==> src/lbcs_pkg.sv <==
// shared types and constants for the layered box collision scan
// no dependencies; imported by the box store, the top level, the checker and tb_top
package lbcs_pkg;

    localparam int SLOTS_DEF = 16;
    localparam int SLOT_W    = 4;
    localparam int CMD_W     = 2;
    localparam int LAYER_W   = 3;
    localparam int COORD_W   = 16;
    localparam int SIZE_W    = 15;
    localparam int S_TDATA_W = 80;
    localparam int M_TDATA_W = 8;

    typedef enum logic [CMD_W-1:0] {
        CMD_WRITE  = 2'd0,
        CMD_REMOVE = 2'd1,
        CMD_QUERY  = 2'd2
    } t_cmd;

    typedef enum logic [1:0] {
        ST_IDLE,
        ST_SRC,
        ST_SCAN,
        ST_DONE
    } t_state;

    // one stored box: flags and geometry in a single memory word
    typedef struct packed {
        logic                      en;
        logic                      hdl;
        logic [LAYER_W-1:0]        lsrc;
        logic [LAYER_W-1:0]        ltgt;
        logic signed [COORD_W-1:0] cx;
        logic signed [COORD_W-1:0] cy;
        logic [SIZE_W-1:0]         w;
        logic [SIZE_W-1:0]         h;
    } t_box;

    // slave tdata layout, msb member first
    typedef struct packed {
        logic [5:0]                pad;
        logic [SIZE_W-1:0]         h;
        logic [SIZE_W-1:0]         w;
        logic signed [COORD_W-1:0] cy;
        logic signed [COORD_W-1:0] cx;
        logic [LAYER_W-1:0]        ltgt;
        logic [LAYER_W-1:0]        lsrc;
        logic                      hdl;
        logic                      en;
        logic [SLOT_W-1:0]         slot;
    } t_s_data;

    typedef struct packed {
        logic wr;
        logic clr;
        logic rd;
    } t_store_req;

endpackage

==> src/lbcs_box_store.sv <==
// box table: one synchronous memory of t_box words plus a per-slot valid bit
// depends on lbcs_pkg
module lbcs_box_store import lbcs_pkg::*; #(
    parameter int SLOTS = SLOTS_DEF,
    localparam int IW   = $clog2(SLOTS)
) (
    input  logic          i_clk,
    input  logic          i_rst_n,
    input  t_store_req    i_req,
    input  logic [IW-1:0] i_wr_addr,
    input  t_box          i_wr_box,
    input  logic [IW-1:0] i_rd_addr,
    output t_box          o_rd_box,
    output logic          o_rd_valid
);

    t_box             r_mem [SLOTS];
    logic [SLOTS-1:0] r_valid;
    t_box             r_rd_box;
    logic             r_rd_valid;

    always_ff @(posedge i_clk) begin
        if (i_req.wr) begin
            r_mem[i_wr_addr] <= i_wr_box;
        end
        if (i_req.rd) begin
            r_rd_box   <= r_mem[i_rd_addr];
            r_rd_valid <= r_valid[i_rd_addr];
        end
    end

    // slot presence; remove only drops the valid bit
    always_ff @(posedge i_clk) begin
        if (!i_rst_n) begin
            r_valid <= '0;
        end else if (i_req.wr) begin
            r_valid[i_wr_addr] <= 1'b1;
        end else if (i_req.clr) begin
            r_valid[i_wr_addr] <= 1'b0;
        end
    end

    assign o_rd_box   = r_rd_box;
    assign o_rd_valid = r_rd_valid;

endmodule

==> src/layered_box_collision_scan_top.sv <==
// layered box collision scan, top level
// depends on lbcs_pkg and lbcs_box_store
//
// slave channel takes commands: tuser holds the command (write, remove, query),
// tdata the slot and box fields. write and remove give no result. a query
// occupies the block while it is accepted, the source box is fetched from the
// box memory, every slot is read once through the single memory read port and
// the final result is handed over; the scan is skipped for an inactive source.
// master channel gives the hits of a query in ascending slot order, tlast on the
// final one; a query without hits gives a single transfer with tuser (hit_valid)
// low and tlast high. results wait in one output register, the latest hit held
// back; if the receiver stalls while that hit and a new hit are ready, the scan
// holds in place and resumes without loss. the slave side is ready only between
// commands. reset empties every slot by clearing the valid bits; geometry is left
// as it is and only used for slots written since.
module layered_box_collision_scan_top import lbcs_pkg::*; #(
    parameter int SLOTS = SLOTS_DEF
) (
    input  logic                 i_clk,
    input  logic                 i_rst_n,
    input  logic                 i_s_axis_tvalid,
    output logic                 o_s_axis_tready,
    // slot, enabled, has_handler, layer_source, layer_target, center_x, center_y,
    // width, height
    input  logic [S_TDATA_W-1:0] i_s_axis_tdata,
    // cmd
    input  logic [CMD_W-1:0]     i_s_axis_tuser,
    output logic                 o_m_axis_tvalid,
    input  logic                 i_m_axis_tready,
    // hit_slot
    output logic [M_TDATA_W-1:0] o_m_axis_tdata,
    // hit_valid
    output logic                 o_m_axis_tuser,
    output logic                 o_m_axis_tlast
);

    localparam int IW = $clog2(SLOTS);
    localparam int AW = (IW > SLOT_W) ? IW : SLOT_W;

    t_state           r_state, n_state;
    t_s_data          s_data;
    t_cmd             s_cmd;
    t_box             wr_box;
    t_store_req       store_req;
    logic [IW-1:0]    rd_addr;
    t_box             rd_box;
    logic             rd_valid;

    logic [AW-1:0]    slot_ext;
    logic [IW-1:0]    slot_addr;
    logic             slot_in_range;
    logic             s_accept;

    logic [IW-1:0]    r_q_idx;
    logic             r_q_in_range;
    t_box             r_src_box;
    logic [IW-1:0]    r_src_idx;
    logic [IW-1:0]    r_rd_idx;
    logic             r_pend_vld;
    logic [IW-1:0]    r_pend_idx;
    logic             r_out_vld;
    logic [SLOT_W-1:0] r_out_slot;
    logic             r_out_hit;
    logic             r_out_last;

    logic             src_active;
    logic             scan_last;
    logic             hit;
    logic             stall;
    logic             out_blocked;
    logic             push;
    logic [IW-1:0]    push_idx;
    logic             push_hit;
    logic             push_last;
    logic [AW-1:0]    push_ext;

    logic signed [COORD_W:0] dcx, dcy;
    logic [COORD_W:0]        adx, ady;
    logic [COORD_W+1:0]      sum_w, sum_h;
    logic                    ov_x, ov_y;

    assign s_data        = t_s_data'(i_s_axis_tdata);
    assign s_cmd         = t_cmd'(i_s_axis_tuser);
    assign slot_ext      = AW'(s_data.slot);
    assign slot_addr     = slot_ext[IW-1:0];
    assign slot_in_range = {1'b0, slot_ext} < (AW+1)'(SLOTS);
    assign s_accept      = i_s_axis_tvalid && o_s_axis_tready;

    always_comb begin
        wr_box      = '0;
        wr_box.en   = s_data.en;
        wr_box.hdl  = s_data.hdl;
        wr_box.lsrc = s_data.lsrc;
        wr_box.ltgt = s_data.ltgt;
        wr_box.cx   = s_data.cx;
        wr_box.cy   = s_data.cy;
        wr_box.w    = s_data.w;
        wr_box.h    = s_data.h;
    end

    lbcs_box_store #(
        .SLOTS (SLOTS)
    ) u_store (
        .i_clk      (i_clk),
        .i_rst_n    (i_rst_n),
        .i_req      (store_req),
        .i_wr_addr  (slot_addr),
        .i_wr_box   (wr_box),
        .i_rd_addr  (rd_addr),
        .o_rd_box   (rd_box),
        .o_rd_valid (rd_valid)
    );

    // source fetched in ST_SRC straight from the memory read register
    assign src_active = r_q_in_range && rd_valid && rd_box.en && (rd_box.ltgt != '0);

    // overlap per axis in doubled coordinates reduces to |c1-c2|*2 <= s1+s2
    assign dcx   = (COORD_W+1)'(r_src_box.cx) - (COORD_W+1)'(rd_box.cx);
    assign dcy   = (COORD_W+1)'(r_src_box.cy) - (COORD_W+1)'(rd_box.cy);
    assign adx   = dcx[COORD_W] ? (COORD_W+1)'(-dcx) : (COORD_W+1)'(dcx);
    assign ady   = dcy[COORD_W] ? (COORD_W+1)'(-dcy) : (COORD_W+1)'(dcy);
    assign sum_w = (COORD_W+2)'(r_src_box.w) + (COORD_W+2)'(rd_box.w);
    assign sum_h = (COORD_W+2)'(r_src_box.h) + (COORD_W+2)'(rd_box.h);
    assign ov_x  = {adx, 1'b0} <= sum_w;
    assign ov_y  = {ady, 1'b0} <= sum_h;

    assign hit = rd_valid && rd_box.en && rd_box.hdl && (r_rd_idx != r_src_idx)
                 && (rd_box.lsrc == r_src_box.ltgt) && ov_x && ov_y;

    assign scan_last   = r_rd_idx == IW'(SLOTS - 1);
    assign out_blocked = r_out_vld && !i_m_axis_tready;
    assign stall       = (r_state == ST_SCAN) && hit && r_pend_vld && out_blocked;

    always_ff @(posedge i_clk) begin
        if (!i_rst_n) begin
            r_state <= ST_IDLE;
        end else begin
            r_state <= n_state;
        end
    end

    always_comb begin
        n_state         = r_state;
        o_s_axis_tready = 1'b0;
        store_req       = '0;
        rd_addr         = '0;
        push            = 1'b0;
        push_idx        = r_pend_idx;
        push_hit        = 1'b0;
        push_last       = 1'b0;
        case (r_state)
            ST_IDLE: begin
                o_s_axis_tready = 1'b1;
                rd_addr         = slot_addr;
                if (s_accept) begin
                    case (s_cmd)
                        CMD_WRITE:  store_req.wr  = slot_in_range;
                        CMD_REMOVE: store_req.clr = slot_in_range;
                        CMD_QUERY: begin
                            store_req.rd = 1'b1;
                            n_state      = ST_SRC;
                        end
                        default: ;
                    endcase
                end
            end
            ST_SRC: begin
                store_req.rd = 1'b1;
                n_state      = src_active ? ST_SCAN : ST_DONE;
            end
            ST_SCAN: begin
                if (!stall) begin
                    store_req.rd = 1'b1;
                    rd_addr      = scan_last ? '0 : r_rd_idx + 1'b1;
                    // a new hit releases the previous one, which is then not last
                    if (hit && r_pend_vld) begin
                        push     = 1'b1;
                        push_hit = 1'b1;
                    end
                    if (scan_last) begin
                        n_state = ST_DONE;
                    end
                end
            end
            ST_DONE: begin
                push      = 1'b1;
                push_hit  = r_pend_vld;
                push_last = 1'b1;
                if (!r_pend_vld) begin
                    push_idx = '0;
                end
                if (!out_blocked) begin
                    n_state = ST_IDLE;
                end
            end
            default: n_state = ST_IDLE;
        endcase
    end

    always_ff @(posedge i_clk) begin
        if (s_accept) begin
            r_q_idx      <= slot_addr;
            r_q_in_range <= slot_in_range;
        end
        if (r_state == ST_SRC) begin
            r_src_box <= rd_box;
            r_src_idx <= r_q_idx;
            r_rd_idx  <= '0;
        end else if (r_state == ST_SCAN && !stall) begin
            r_rd_idx <= r_rd_idx + 1'b1;
            if (hit) begin
                r_pend_idx <= r_rd_idx;
            end
        end
    end

    always_ff @(posedge i_clk) begin
        if (!i_rst_n) begin
            r_pend_vld <= 1'b0;
        end else if (r_state == ST_SRC) begin
            r_pend_vld <= 1'b0;
        end else if (r_state == ST_SCAN && !stall && hit) begin
            r_pend_vld <= 1'b1;
        end
    end

    assign push_ext = AW'(push_idx);

    always_ff @(posedge i_clk) begin
        if (!i_rst_n) begin
            r_out_vld <= 1'b0;
        end else if (!out_blocked) begin
            r_out_vld <= push;
        end
    end

    always_ff @(posedge i_clk) begin
        if (!out_blocked && push) begin
            r_out_slot <= push_ext[SLOT_W-1:0];
            r_out_hit  <= push_hit;
            r_out_last <= push_last;
        end
    end

    assign o_m_axis_tvalid = r_out_vld;
    assign o_m_axis_tdata  = M_TDATA_W'(r_out_slot);
    assign o_m_axis_tuser  = r_out_hit;
    assign o_m_axis_tlast  = r_out_last;

    a_empty_is_last: assert property (@(posedge i_clk) disable iff (!i_rst_n)
        (o_m_axis_tvalid && !o_m_axis_tuser) |-> (o_m_axis_tlast && r_out_slot == '0))
        else $error("empty query result without last or with nonzero slot");

    a_scan_advances: assert property (@(posedge i_clk) disable iff (!i_rst_n)
        (r_state == ST_SCAN && !stall && !scan_last)
        |=> (r_state == ST_SCAN && r_rd_idx == $past(r_rd_idx) + 1'b1))
        else $error("scan index did not advance");

    a_stall_needs_pending: assert property (@(posedge i_clk) disable iff (!i_rst_n)
        stall |-> (r_pend_vld && r_out_vld))
        else $error("scan stalled without a pending hit");

    a_done_returns: assert property (@(posedge i_clk) disable iff (!i_rst_n)
        (r_state == ST_DONE && !out_blocked) |=> (r_state == ST_IDLE && o_m_axis_tvalid
        && o_m_axis_tlast))
        else $error("final result not issued on leaving done");

endmodule

==> config.mk <==
export PLATFORM = sky130hd
export DESIGN_NAME = layered_box_collision_scan_top
export DESIGN_NICKNAME = d
export VERILOG_FILES = /design/src/lbcs_pkg.sv /design/src/lbcs_box_store.sv /design/src/layered_box_collision_scan_top.sv
export SDC_FILE = /design/constraint.sdc
export NUM_CORES = 1
export LEC_CHECK = 0
export ABC_AREA = 0
export BUFFER_PORTS_ARGS = -buffer_cell sky130_fd_sc_hd__buf_4
export CAP_MARGIN = 20
export CORE_ASPECT_RATIO = 0.75
export CORE_MARGIN = 2
export CORE_UTILIZATION = 55
export DETAILED_ROUTE_END_ITERATION = 8
export PLACE_DENSITY = 0.73
export SETUP_SLACK_MARGIN = 0.2
export SKIP_LAST_GASP = 1
export SLEW_MARGIN = 30
export SYNTH_ARGS = -nofsm -noshare
export SYNTH_HDL_FRONTEND = slang
export SYNTH_SLANG_ARGS = --single-unit
==> constraint.sdc <==
create_clock -name i_clk -period 21.5 [get_ports i_clk]
set_clock_uncertainty 0.15 [all_clocks]
set_input_delay 3.225 -clock i_clk [delete_from_list [all_inputs] [get_ports i_clk]]
set_output_delay 3.225 -clock i_clk [all_outputs]
set_load 0.01 [all_outputs]
### After elaboration in Yosys (flattened, before gate mapping)

Memory sizes are Yosys's and may differ from the RTL's. A register that Yosys moved wholly into a read port is not among the register bits.
Cells that the tools add are included.

| operators by class | value |
|---|---|
| add/sub/neg operators | 7 |
| bitwise operators | 5 |
| reduce and logical (&&, ||, !) cells | 27 |
| multiplexer cells | 35 |
| equality and inequality tests | 13 |
| $lt $le $gt $ge | 5 |

Operators with widths:

| cell | count |
|---|---|
| less-or-equal comparator 18 x 16 -> 1 bit | 2 |
| 2-to-1 mux 17 bit | 2 |
| negation 17 bit | 2 |
| subtractor 16 x 16 -> 17 bit | 2 |
| adder 15 x 15 -> 16 bit | 2 |
| 2-to-1 mux 16 bit | 2 |
| logical AND 1 bit | 17 |
| bitwise AND 16 bit | 1 |
| 2-to-1 mux 4 bit | 4 |
| NOT 16 bit | 1 |
| bitwise OR 16 bit | 1 |
| 2-to-1 mux 1 bit | 13 |
| 2-to-1 mux 2 bit | 6 |
| < comparator 4 x 5 -> 1 bit, second input constant | 2 |
| != test 2 bit, second input constant | 4 |
| one-hot mux 2 bit (4 select lines) | 1 |
| one-hot mux 4 bit (2 select lines) | 1 |
| equality test 2 bit, second input constant | 3 |
| AND reduction 5 bit | 1 |
| adder 4 x 1 -> 4 bit, second input constant | 1 |
| binary-select mux 1 bit (select 4 bit) | 1 |
| demux 1 bit (select 4 bit) | 1 |
| equality test 2 x 1 -> 1 bit, second input constant | 2 |
| equality test 4 bit, second input constant | 1 |
| other kinds (14) | 19 |

| storage, ports and cells | value |
|---|---|
| memories | 1 |
| register bits after elaboration | 108 |
| RAM bits | 1120 |
| word-level logic and storage cells | 110 |
| output and inout bits | 12 |

Memories:

| name | words | width | read ports | clocked after memory_dff | write ports | RTL line | text |
|---|---|---|---|---|---|---|---|
| u_store.r_mem | 16 | 70 | 1 | 1 | 1 | lbcs_box_store.sv:17 | `t_box r_mem [SLOTS];` |

### Logic depth before layout (Yosys ltp)

| logic depth | value |
|---|---|
| depth after elaboration | 13 |
| gate-level depth with buffers | 31 |
| mapped depth without buffers | 28 |

### Modules after synthesis

A second synthesis with hierarchy kept.

| unflattened totals | value |
|---|---|
| cell total of the unflattened synthesis | 2660 |
| area, all modules | 52564.2 µm² |

By module, submodules not included:

| module | area each (µm²) | times used | cells each |
|---|---|---|---|
| lbcs_box_store | 44751.7 | 1 | 1868 |
| layered_box_collision_scan_top | 7812.5 | 1 | 792 |

### Least setup slack after synthesis

Ideal clock, no wire load.

| timing | value |
|---|---|
| path kind | register to register |
| start | reg u_store.o_rd_box[46] (netlist name) |
| end | reg u_store.o_rd_box[0] (netlist name) |
| path slack | 12886 ps |
| period minus slack after synthesis | 8614 ps |
| path buffers | 1 |
| stages on the path, launching flop included | 23 |
| data required time | 20826 ps |
| arrival time | 7941 ps |
| cells stage by stage | edfxtp_1 -> ha_1 -> fa_1 -> nand2b_1 -> a21oi_1 -> xor2_1 -> or2_2 -> or4b_4 -> nor4_4 -> nand2_1 -> o31ai_1 -> xnor2_1 -> ha_1 -> nand4_1 -> nor2_1 -> a221o_1 -> a211oi_1 -> o311a_1 -> nand4_2 -> or2_0 -> buf_2 -> nand2_1 -> a21oi_1 |

### Final worst setup path

| timing | value |
|---|---|
| start | reg r_src_box[30] in the netlist's numbering |
| end | reg u_store.o_rd_box[41] (netlist name) |

| between the ends | value |
|---|---|
| cells in the longest elaborated chain, start to end | 10 |
| elaborated cells on any way between the ends | 12 |
| classes of those cells | add/sub (2); order compare (1); mux (5); reduce/logical (4) |

RTL lines:

| item | RTL line | text |
|---|---|---|
| from (decl) | layered_box_collision_scan_top.sv:56 | `t_box r_src_box;` |
| from (signal assigned) | layered_box_collision_scan_top.sv:206 | `r_src_box <= rd_box;` |
| subtractor 16 x 16 -> 17 bit (*) | layered_box_collision_scan_top.sv:119 | `assign dcy = (COORD_W+1)'(r_src_box.cy) - (COORD_W+1)'(rd_box.cy);` |
| negation 17 bit | layered_box_collision_scan_top.sv:121 | `assign ady = dcy[COORD_W] ? (COORD_W+1)'(-dcy) : (COORD_W+1)'(dcy);` |
| 2-to-1 mux 17 bit (*) | layered_box_collision_scan_top.sv:121 |  |
| less-or-equal comparator 18 x 16 -> 1 bit (*) | layered_box_collision_scan_top.sv:125 | `assign ov_y = {ady, 1'b0} <= sum_h;` |
| logical AND 1 bit (*) | layered_box_collision_scan_top.sv:128 | `&& (rd_box.lsrc == r_src_box.ltgt) && ov_x && ov_y;` |
| logical AND 1 bit (*) (3 in a row) | layered_box_collision_scan_top.sv:132 | `assign stall = (r_state == ST_SCAN) && hit && r_pend_vld && out_blocked;` |
| 2-to-1 mux 1 bit or 2-to-1 mux 4 bit (tied branches) | layered_box_collision_scan_top.sv:172 | `if (!stall) begin` |
| one-hot mux 1 bit (3 select lines) or one-hot mux 4 bit (2 select lines) (tied branches) | layered_box_collision_scan_top.sv:151 | `case (r_state)` |

Every way passes the cells marked *; elsewhere a longest branch is shown, timed or not.
A chain may end at the register's enable or synchronous reset.

==> results.yml <==
layout:
  syn2layout_area_growth_pct: 11.0
  drive_above_1_share_pct: 9.70
  final_net_count: 4006
global_route:
  grt_max_degree: 186
  antenna_found_initial: 6
  grt_pass1_wl_um: 195000
  globalRouteTotalUtil_pct: 25.9
  use_met3_pct: 4.50
  grt_pass1_vias: 31000
  busiest_layer: "met1"
  met2_usage_pct: 39.0
  use_met1_pct: 39.4
  grt-ovfl-total: 0
cts:
  post_cts_buffers: 0
  path_clk_slew_ns: 0.07
  cts_tree: "yes"
  cts_sinks: 1298
  cts_root_buf: "clkbuf_16"
  clockBufferDepth: 3
  clock_latency_ns: 0.71
  htreeDepth: 3
  numCtsBuffers: 116
  hold_buffers: 0
  cts-resized-gates: 0
sta:
  hold-worst-slack_ns: 0.271
  rsz0062_at_grt: "false"
  worst_slack_ns: 12.34
  max_slew.worst_pin.slew_ns: 1.02
  fmaxAchievable_mhz: 109
  final.period_utilization_pct: 42.6
  drv_slew: 0
  min_period_ns: 9.16
  setup_tns_ns: 0
  hold_violations: 0
  setup_violations: 0
  slew_headroom_pct: 31.9
yosys:
  synthCells: 3777
  syn-cell-area_um2: 53700
  yosysMostFrequentCell: "edfxtp_1"
  ys_warn_count: 0
  synth_seq_cells: 1298
  synth_top_area_share_pct: 71.3
  ys_seq_area_share_pct: 72.2
  synth_ff_type: "edfxtp_1"
  ys_top_cells_by_area: "edfxtp_1 (71%), a21oi_1 (4.2%), nand2_1 (3.9%)"
  yosysUniqueCellTypes: 89
  synth_common_cells: "edfxtp_1 (1274), nand2_1 (560), a21oi_1 (451)"
  synth_async_sr_flop_share_pct: 0
  synth-edff-count: 1274
  synth.avg_cell_area_um2: 14.2
  yosysTopAreaCell: "edfxtp_1"
floorplanning:
  die-area_um2: 100000
  die_x_um: 365
  io-pin-count: 98
  rows: 99
  die_h_um: 275
  initial_core_util_pct: 55.3
  fp.coreArea_um2: 97000
placed_design:
  gp_congestion: 0.882
  port_buffers: 87
  dp_hpwl_um: 69300
  place_ws_ns: 12.52
power:
  p_leak_nw: 19.8
  p_sw_share_pct: 36.2
  power_frac_comb_pct: 36.9
  clkPwrFrac_pct: 25.3
  power_switching_mw: 2.96
  pwr-share-seq_pct: 37.8
  p_int_mw: 5.21
  finalPower_mw: 8.17
  power-per-cell-area_nw_per_um2: 137
  vdd_drop_max_uv: 142
routing:
  wl_um: 131000
  first_iter_violations: 4413
  ant_nets: 0
  drc: 0
  drt_pass1_iterations: 5
  wl_per_cell_um: 25.0
  vias: 33000
  viasPerCell: 6.31
setup_path:
  cp.required_ns: 21.86
  critPathMaxStageDelay_ns: 0.82
  endpoint_kind: "flip-flop"
  cp_slowest_cell: "buf_4"
  cp-start-kind: "flip-flop"
  arrival_ns: 9.52
  cp_max_fo: 161
  criticalPathCategory: "reg -> reg"
flow_run:
  max_cap_viol_count: 0
worst_hold_path:
  hp-class: "reg -> reg"
outcome:
  status: "complete, no violations"
flip-flops by register name, indices dropped and copies added (netlist names), named ones only:
name / cells
o_m_axis_tlast: 1
o_m_axis_tuser: 1
o_m_axis_tvalid: 1
r_out_slot: 4
r_pend_idx: 4
r_pend_vld: 1
r_q_idx: 4
r_rd_idx: 4
r_src_box: 65
r_src_idx: 4
r_state: 2
u_store.o_rd_box: 70
u_store.o_rd_valid: 1
u_store.r_mem: 1120
metal layers:
| metal | share of wire (%) | wire length [um] | vias up |
|---|---|---|---|
| met5 | 0.058 | 76 | - |
| met4 | 2.1 | 2780 | 10 |
| met3 | 9.9 | 13000 | 221 |
| met2 | 45 | 59000 | 1706 |
| met1 | 43 | 56000 | 16400 |
| li1 | - | - | 14700 |
power by group through the flow:
| stage | Combinational [mW] | Clock (mW) | Sequential (mW) |
|---|---|---|---|
| 2_1_floorplan | 2.17 | 0 | 3.10 |
| 6_report | 3.01 | 2.07 | 3.09 |
| 4_1_cts | 2.99 | 2.09 | 3.08 |
| 3_3_place_gp | 2.88 | 0 | 3.13 |
| 5_1_grt | 3.32 | 2.19 | 3.09 |
| 3_5_place_dp | 2.96 | 0 | 3.14 |
metrics by stage:
stage | utilization (%) | instance area [um2] | instances
floorplan | - | 53700 | 3780
global placement | 57.3 | 55600 | 5007
detailed placement | 57.5 | 55700 | 5011
CTS | 61.4 | 59500 | 5228
global route | 61.4 | 59600 | 5229
finish | 61.4 | 59600 | 5230
cells in the final DEF, fill, tap and decap left out, drive strengths merged, types with 20 or more instances in the layout:
| cell | count |
|---|---|
| xnor2 | 51 |
| o21ai | 39 |
| o221a | 20 |
| nor2 | 73 |
| o211ai | 27 |
| a211oi | 111 |
| nand2 | 561 |
| mux2i | 54 |
| a21oi | 452 |
| ha | 99 |
| a21o | 29 |
| clkbuf | 137 |
| clkinv | 55 |
| edfxtp | 1274 |
| a22oi | 72 |
| buf | 151 |
| dfxtp | 24 |
| o21a | 35 |
| o31ai | 60 |
| inv | 72 |
| o221ai | 54 |
| a32oi | 72 |
| nand3 | 109 |
| xor2 | 33 |
cell type report:
cell class	instances	area (um2)
diodes	1	2.50
clock inverters	80	793
inverters	67	251
multi-input cells	2183	13800
repair buffers	151	1290
fillers	7092	37400
well taps	1313	1640
clock buffers	137	3000
flip-flops and latches	1298	38700
path summary, 6_finish.rpt:
check	end	slack, ns	startpoint	cells past startpoint
worst min-delay path	r_src_idx[1]	0.27	r_q_idx[1]	0
worst min register to register	r_src_idx[1]	0.27	r_q_idx[1]	0
worst max-delay path	u_store.o_rd_box[41]	12.34	r_src_box[30]	28
worst max register to register	u_store.o_rd_box[41]	12.34	r_src_box[30]	28
kinds of logic after synthesis:
family	synth area share, %
XOR/XNOR	1.37
buffers and inverters	2.44
other	0.00699
multiplexers	1.03
adder cells (fa/ha/maj)	2.46
flip-flops	72.2
AO/OA/AOI/OAI	13.5
AND/OR/NAND/NOR	7.02
worst max-delay path: cells and delay by family (launching register included):
kind,cells,cell delay (ns)
xor gates and xnor gates,2,0.44
and+or+nand+nor,4,1.63
AOI/OAI and AO/OA,14,2.93
adders and majority gates,3,0.95
DFF,1,0.38
buffers and inverters,5,2.31
No activity file was read; power rests on OpenSTA's default activity.
